File: src/gam_pkg.sv
// Shared types and constants of the greedy assignment matcher.
`default_nettype none
package gam_pkg;

  localparam int FIELD_W    = 5;
  localparam int SIZE_W     = 6;
  localparam int COST_W     = 32;
  localparam int SUM_W      = 37;
  localparam int MAX_OUT    = 32;
  localparam logic [SIZE_W-1:0] SIZE_RESET = 6'd32;

  typedef struct packed {
    logic load;
    logic run_init;
    logic scan_step;
    logic commit;
    logic emit_step;
  } gam_cmd_t;

  typedef struct packed {
    logic scan_last;
    logic pairs_last;
    logic emit_last;
  } gam_status_t;

endpackage
`default_nettype wire

File: src/gam_ctrl.sv
// Controller state machine sequencing load, search rounds and result beats.
`default_nettype none
module gam_ctrl
  import gam_pkg::*;
(
  input  wire logic        clk,
  input  wire logic        rst,
  input  wire logic        start,
  input  wire logic        last_entry,
  input  wire gam_status_t status,
  output gam_cmd_t         cmd,
  output logic             busy
);

  typedef enum logic [2:0] {
    IDLE,
    SCAN,
    FLUSH,
    COMMIT,
    EMIT
  } state_t;

  state_t state;
  state_t state_next;

  always_comb begin
    cmd            = '0;
    state_next     = state;
    case (state)
      IDLE: begin
        cmd.load     = start;
        cmd.run_init = start && last_entry;
        if (start && last_entry) begin
          state_next = SCAN;
        end
      end
      SCAN: begin
        cmd.scan_step = 1'b1;
        if (status.scan_last) begin
          state_next = FLUSH;
        end
      end
      FLUSH: begin
        state_next = COMMIT;
      end
      COMMIT: begin
        cmd.commit = 1'b1;
        state_next = status.pairs_last ? EMIT : SCAN;
      end
      EMIT: begin
        cmd.emit_step = 1'b1;
        if (status.emit_last) begin
          state_next = IDLE;
        end
      end
      default: begin
        state_next = IDLE;
      end
    endcase
  end

  always_ff @(posedge clk) begin
    if (rst) begin
      state <= IDLE;
      busy  <= 1'b0;
    end else begin
      state <= state_next;
      busy  <= (state_next != IDLE);
    end
  end

endmodule
`default_nettype wire

File: config.mk
export PLATFORM = sky130hd
export DESIGN_NAME = gam_ctrl
export DESIGN_NICKNAME = d
export VERILOG_FILES = /design/src/gam_pkg.sv /design/src/gam_ctrl.sv
export SDC_FILE = /design/constraint.sdc
export NUM_CORES = 1
export LEC_CHECK = 0
export ABC_AREA = 1
export BUFFER_PORTS_ARGS = -buffer_cell sky130_fd_sc_hd__buf_4
export CAP_MARGIN = 25
export CORE_AREA = 2 2 39 41
export CTS_CLUSTER_DIAMETER = 100
export DETAILED_ROUTE_END_ITERATION = 16
export DIE_AREA = 0 0 41 43
export GPL_ROUTABILITY_DRIVEN = 0
export HOLD_SLACK_MARGIN = 0.02
export SYNTH_ARGS = -nofsm -noshare
export SYNTH_HDL_FRONTEND = slang
export SYNTH_SLANG_ARGS = --single-unit
File: constraint.sdc
create_clock -name clk -period 2 [get_ports clk]
set_clock_uncertainty 0.05 [all_clocks]
set_input_delay 0.1 -clock clk [delete_from_list [all_inputs] [get_ports clk]]
set_output_delay 0.1 -clock clk [all_outputs]
set_load 0.01 [all_outputs]
**Word level (Yosys, flattened, before mapping)**

Cells that the tools add are included.

- Flip-flop bits (word level): 4
- Bits of input ports: 7
- Output and inout port bits: 6
- Logic and storage cells: 18

- Equality and inequality tests: 4
- Multiplexer cells: 9
- Reductions and logical operators: 3

Operator list:

| operator | number |
|---|---|
| $pmux W3 S5 | 1 |
| $mux W3 | 4 |
| $eq A3 B2 Y1 const B | 2 |
| $eq A3 B1 Y1 const B | 1 |
| $eq A3 B3 Y1 const B | 1 |
| $logic_not A3 Y1 | 1 |
| $mux W1 | 3 |
| $reduce_bool A3 Y1 | 1 |
| $mux W2 | 1 |
| $logic_and A1 B1 Y1 | 1 |

**Longest topological paths before layout**

Gate-level depths: netlist of the first run.

- Word-level depth: 4
- Mapped depth: 6
- Gate-level depth less buffers: 6

**Least setup slack after synthesis of the first run**

Ideal clock, no wire load.

- Path kind: register -> register
- Start: reg state[0]
- End: reg busy
- Library setup time: 0.058 ns
- Arrival: 0.866 ns
- Data required time: 1.892 ns
- Slack: 1.026 ns
- Stages on the path, launching flop included: 7
- Path buffers: 0
- Period minus slack after synthesis: 0.974 ns
- Cell sequence: dfxtp_1 > nand2_1 > nor2_2 > nand2_1 > nand2_1 > o21ai_2 > nand2_1

- Word-level cells in the longest chain between the ends: 3
- Elaborated cells on any way between the ends: 10
- Those cells by class: eq/ne (4); mux (4); reduce/logical (2)

Ends and longest elaborated chain:

| element | line | source |
|---|---|---|
| start, declared | gam_ctrl.sv:23 | `state_t state;` |
| start signal, assigned | gam_ctrl.sv:67 | `state <= state_next;` |
| $eq A3 B3 Y1, or another cell as far along | gam_ctrl.sv:29 | `case (state)` |
| $pmux W3 S5 * | gam_ctrl.sv:29 |  |
| $reduce_bool A3 Y1 * | gam_ctrl.sv:68 | `busy <= (state_next != IDLE);` |
| end signal, assigned | gam_ctrl.sv:68 |  |
| end, declared | gam_ctrl.sv:12 | `output logic busy` |

Mark *: on every way between the ends. The rest lies on a longest branch, timed or not.
A chain may end at the register's enable or synchronous reset.

==> results of run 1 <==
-- routing by layer --
| layer | up-vias | share of wire [%] |
|---|---|---|
| li1 | 153 | - |
| met1 | 116 | 42 |
| met2 | 11 | 46 |
| met3 | 0 | 12 |
| met4 | 0 | 0 |
| met5 | - | 0 |
-- cell type report --
class,count,share of cell area [%]
Sequential cell,4,21.19
Inverter,8,7.947
Multi-Input combinational cell,26,33.11
Clock buffer,3,5.960
Tap cell,16,5.298
Timing Repair Buffer,13,26.49
-- through the flow --
| stage | instances | power (W) | utilization (%) | hold slack (ns) | setup WS (ns) |
|---|---|---|---|---|---|
| CTS | 70 | 0.0002519 | 27.31 | 0.1224 | 0.7703 |
| global placement | 66 | 0.0001447 | 24.95 | 0.2289 | 0.9256 |
| finish | 70 | 0.0002460 | 27.31 | 0.1266 | 0.7843 |
| detailed placement | 66 | 0.0001450 | 24.95 | 0.2293 | 0.9079 |
| global route | 70 | 0.0002622 | 27.31 | 0.1305 | 0.6986 |
| floorplan | 38 | 0.0001178 | - | 0.1191 | 1.026 |
-- where the power goes --
| part | switching (W) | internal (W) | total (W) | leakage (nW) |
|---|---|---|---|---|
| registers | 0.00000646 | 0.0000862 | 0.0000927 | 0.0327 |
| clock network | 0.0000344 | 0.0000672 | 0.000102 | 0.0138 |
| logic | 0.0000236 | 0.0000281 | 0.0000517 | 0.176 |
-- worst max-delay path, stage by stage, from the launching register on --
cell,delay (ns)
dfxtp_1,0.44
nor2_1,0.10
and3_1,0.15
buf_4,0.13
-- flip-flops by register name (all words and copies together) (netlist names) --
| signal | cells |
|---|---|
| busy | 1 |
| state | 3 |
-- timing repair --
item | CTS | global route
endpoints found under the hold margin | 1 | 0
setup buffers | 0 | 0
hold buffers | 1 | 0
-- cell usage in the layout (no fill, tap or decap), drive strengths merged --
cell type / instances
dlygate4sd3: 1
o21ai: 2
a21oi: 1
clkbuf: 3
and3: 1
inv: 8
nand2: 9
buf: 12
nor2: 5
nor3: 2
dfxtp: 4
or2: 1
nand3: 4
nand4: 1
-- kinds of logic (layout without fill, tap and decap cells) --
logic type	after synthesis	after routing	share of synthesized area, %
compound gates	3	3	7.975
simple gates	23	23	45.22
buf+inv	8	24	12.77
flops	4	4	34.04
-- worst max-delay path by stage --
| stage | startpoint | end | cells after the start |
|---|---|---|---|
| floorplan | state[0]$_SDFF_PP0_ | busy$_SDFF_PP0_ | 6 |
| global placement | state[0]$_SDFF_PP0_ | busy$_SDFF_PP0_ | 5 |
| detailed placement | state[0]$_SDFF_PP0_ | busy$_SDFF_PP0_ | 5 |
| CTS | state[0]$_SDFF_PP0_ | cmd[3] | 4 |
| global route | state[0]$_SDFF_PP0_ | cmd[3] | 4 |
| finish | state[0]$_SDFF_PP0_ | cmd[4] | 3 |
==> impl_metrics.json, run 1 <==
{
  "outcome": "complete, no violations",
  "antenna_cells": 0,
  "dpl_cell_area_um2": 345.3,
  "grt_pass1_wl_um": 786,
  "yosysWarnings": 0,
  "cts.sinks": 4,
  "area.growth.synth_to_final_pct": 60.64,
  "synth.top_cell.area_share_pct": 34.04,
  "cts_resized": 0,
  "io-pin-count": 13,
  "ys.flop_type": "dfxtp_1",
  "r2r_slack_ns": 0.91,
  "reg2regPathDepth": 5,
  "tightest_slew_ns": 0.2439,
  "powerDensity_nw_per_um2": 651.1,
  "cp_max_fo": 7,
  "worstPathArrival_ns": 1.07,
  "synth.ff_latch_count": 4,
  "cts_tree": "built",
  "antenna_found_initial": 0,
  "synth_area_leaders": "dfxtp_1 34%, nand2_1 14%, inv_1 9.6%, nand3_1 8.5%, nor2_2 5.3%",
  "drc": 0,
  "clk_pin_slew_ns": 0.04,
  "grt_usage_pct": 7.229,
  "use_met1_pct": 7.395,
  "holdCritStartpoint": "status[2]",
  "grt_pass1_vias": 226,
  "fin_crit_sh_pct": 60.79,
  "met3_usage_pct": 4.712,
  "vdd_drop_max_mv": 0.2042,
  "whs_endpoint": "state[1]$_SDFF_PP0_",
  "dp_hpwl_um": 451.3,
  "path_class": "reg2out",
  "gr-usage-met2_pct": 9.688,
  "wl_um": 559,
  "r2r_end": "busy$_SDFF_PP0_",
  "register_area_um2": 80.08,
  "die_w_um": 41,
  "yosysMostFrequentCell": "nand2_1",
  "hold_violations": 0,
  "leakage_nw": 0.2226,
  "dr.pass1.iters": 2,
  "yosysUniqueCellTypes": 14,
  "die_y_um": 43,
  "cts_max_level": 1,
  "worstHoldPathCells": 3,
  "hp-class": "in2reg",
  "setup-violations-final": 0,
  "syn_area_um2": 235.2,
  "rsz0062_at_grt": "no",
  "syn_avg_cell_area_um2": 6.190,
  "nets": 63,
  "reg2reg_from": "state[0]$_SDFF_PP0_",
  "period_needed_ns": 1.216,
  "yosysSeqAreaShare_pct": 34.04,
  "drv_slew": 0,
  "post_drt_wl_per_cell_um": 7.986,
  "overflow": 0,
  "worst-endpoint-required_ns": 1.85,
  "row_count": 14,
  "final_area_um2": 377.9,
  "synth_common_cells": "9 x nand2_1, 6 x inv_1, 4 x dfxtp_1, 4 x nand3_1, 3 x nor2_1",
  "netlist_instances": 38,
  "ant_nets": 0,
  "syn_nets": 45,
  "relSlewSlack_pct": 83.72,
  "n_fill_cell": 154,
  "synth-edff-count": 0,
  "worstSetupStartpointType": "flop",
  "top_usage_layer": "met2",
  "dieArea_um2": 1763,
  "end_kind": "output pin",
  "cts_buffer_depth": 2,
  "grt_max_degree": 8,
  "drive_gt1_share_pct": 37.04,
  "drt_iter0_markers": 2,
  "start_util_pct": 17.00,
  "postSynth.asyncResetShare_pct": 0,
  "multiInputGateArea_um2": 125.1,
  "max_freq_mhz": 822.6,
  "portBuffers": 12,
  "clock_latency_ns": 0.24,
  "cts_inserted_buffers": 3,
  "vias": 280,
  "via_per_inst": 4.000,
  "core_area_um2": 1384,
  "cts_root_buffer": "clkbuf_4",
  "drv_cap": 0,
  "setup_tns_ns": 0,
  "yosys.area.top_type": "dfxtp_1"
}
Power figures use the tool's default switching activity.
==> inputs of run 2 (changes only) <==
==> constraint.sdc (replaced) <==
create_clock -name clk -period 1.2 [get_ports clk]
set_clock_uncertainty 0.05 [all_clocks]
set_input_delay 0.06 -clock clk [delete_from_list [all_inputs] [get_ports clk]]
set_output_delay 0.06 -clock clk [all_outputs]
set_load 0.01 [all_outputs]
==> run 2 against run 1 <==
Against the previous run: register-to-register slack worse by 0.75 ns; final area is 1.7% higher; clock power is 72% higher; combinational power is 70% higher; clock-buffer cell count stayed put; sequential share of layout area is 0.63 points higher; die area stayed put; critical endpoint is now cmd[3]; highest routed layer is now met4.
==> impl_metrics.json, run 2 (synthesis gave the netlist of run 1 again) <==
{
  "outcome": "complete, no violations",
  "die_w_um": 41,
  "post_drt_wl_per_cell_um": 8.300,
  "via_per_inst": 3.929,
  "antenna_found_initial": 0,
  "max_freq_mhz": 897.4,
  "layout_commonest_cell": "buf_4",
  "area.growth.synth_to_final_pct": 63.30,
  "ant_nets": 0,
  "path_class": "reg2out",
  "dp_hpwl_um": 479.8,
  "powerDensity_nw_per_um2": 1091,
  "end_kind": "output pin",
  "cts.sinks": 4,
  "cts_max_level": 1,
  "portBuffers": 12,
  "row_count": 14,
  "r2r_slack_ns": 0.16,
  "hold_violations": 0,
  "drt_iter0_markers": 1,
  "vias": 275,
  "reg2reg_from": "state[0]$_SDFF_PP0_",
  "worst-endpoint-required_ns": 1.09,
  "drive_gt1_share_pct": 44.44,
  "whs_endpoint": "state[1]$_SDFF_PP0_",
  "relSlewSlack_pct": 87.43,
  "core_area_um2": 1384,
  "drv_slew": 0,
  "nets": 63,
  "cp_max_fo": 7,
  "cts_inserted_buffers": 3,
  "reg2regPathDepth": 5,
  "die_y_um": 43,
  "grt_max_degree": 8,
  "cts_buffer_depth": 2,
  "period_needed_ns": 1.114,
  "vdd_drop_max_mv": 0.3776,
  "grt_usage_pct": 7.028,
  "grt_pass1_wl_um": 765,
  "drv_cap": 0,
  "wl_um": 581,
  "tightest_slew_ns": 0.1872,
  "top_regs": "state (3), busy (1)",
  "cts_root_buffer": "clkbuf_4",
  "holdCritStartpoint": "status[2]",
  "grt_pass1_vias": 215,
  "setup-violations-final": 0,
  "clk_pin_slew_ns": 0.04,
  "hp-class": "in2reg",
  "leakage_nw": 0.2246,
  "largest_reg_flops": 3,
  "fin_crit_sh_pct": 92.87,
  "overflow": 0,
  "dieArea_um2": 1763,
  "r2r_end": "busy$_SDFF_PP0_",
  "clock_latency_ns": 0.24,
  "final_core_util_pct": 27.76,
  "p_total_w": 0.0004189,
  "rsz0062_at_grt": "no",
  "cts_tree": "built",
  "setup_tns_ns": 0,
  "largest_register": "state",
  "holdWs_ns": 0.06673,
  "antenna_cells": 0,
  "worstSetupStartpointType": "flop",
  "start_util_pct": 17.00,
  "worstPathArrival_ns": 1.00,
  "io-pin-count": 13,
  "final_cell_mix": "12 x buf_4, 9 x nand2_1, 6 x inv_1",
  "drc": 0,
  "worstHoldPathCells": 3,
  "dr.pass1.iters": 3
}
[run 2: stage by stage]
step                instances  cell area [um^2]  setup WS (ns)
CTS                        70             380.4        0.02179
floorplan                  38             235.2         0.2258
finish                     70             384.1        0.08561
global route               70             384.1        0.03454
global placement           66             345.3         0.1558
detailed placement         66             345.3         0.1187
[run 2: layout make-up]
| type | instances | area (um^2) |
|---|---|---|
| well taps | 16 | 20.02 |
| clock buffers | 3 | 22.52 |
| fillers | 168 | 999.7 |
| inverters | 8 | 30.03 |
| flip-flops and latches | 4 | 83.83 |
| repair buffers | 13 | 100.1 |
| multi-input cells | 26 | 127.6 |
[run 2: repair_timing]
action                                 4_1_cts  5_1_grt
gates resized for setup                      1        3
setup endpoints to repair                    1        5
endpoints found under the hold margin        1        0
hold buffers                                 1        0
gates cloned                                 0        0
buffers inserted                             0        0
[run 2: per-layer routing]
metal | vias up | routed length, um | share of wire (%) | global-route usage, %
li1 | 151 | - | - | -
met1 | 109 | 232 | 40 | 6.752
met2 | 11 | 264 | 45 | 9.688
met3 | 4 | 64 | 11 | 3.141
met4 | 0 | 20 | 3.4 | 8.000
met5 | - | 0 | 0 | 0
[run 2: worst max-delay path by stage]
stage / slack, ns / depth (start not counted) / to / from
3_5_place_dp: 0.12 / 5 / busy$_SDFF_PP0_ / state[0]$_SDFF_PP0_
6_report: 0.09 / 4 / cmd[3] / state[1]$_SDFF_PP0_
3_3_place_gp: 0.16 / 5 / busy$_SDFF_PP0_ / state[0]$_SDFF_PP0_
4_1_cts: 0.02 / 3 / cmd[2] / state[0]$_SDFF_PP0_
2_1_floorplan: 0.23 / 6 / busy$_SDFF_PP0_ / state[0]$_SDFF_PP0_
5_1_grt: 0.03 / 4 / cmd[3] / state[1]$_SDFF_PP0_
[run 2: report_power, final]
group           total, W  switching, W  internal [W]
clock           0.000175     0.0000625      0.000112
combinational  0.0000879     0.0000403     0.0000476
sequential      0.000156     0.0000113      0.000145
total           0.000419      0.000114      0.000305
[run 2: critical path, stage by stage, from the launching register on]
cell and delay [ns]:
dfxtp_2 0.35, nor2_2 0.14, nand3_1 0.10, inv_1 0.06, buf_4 0.11
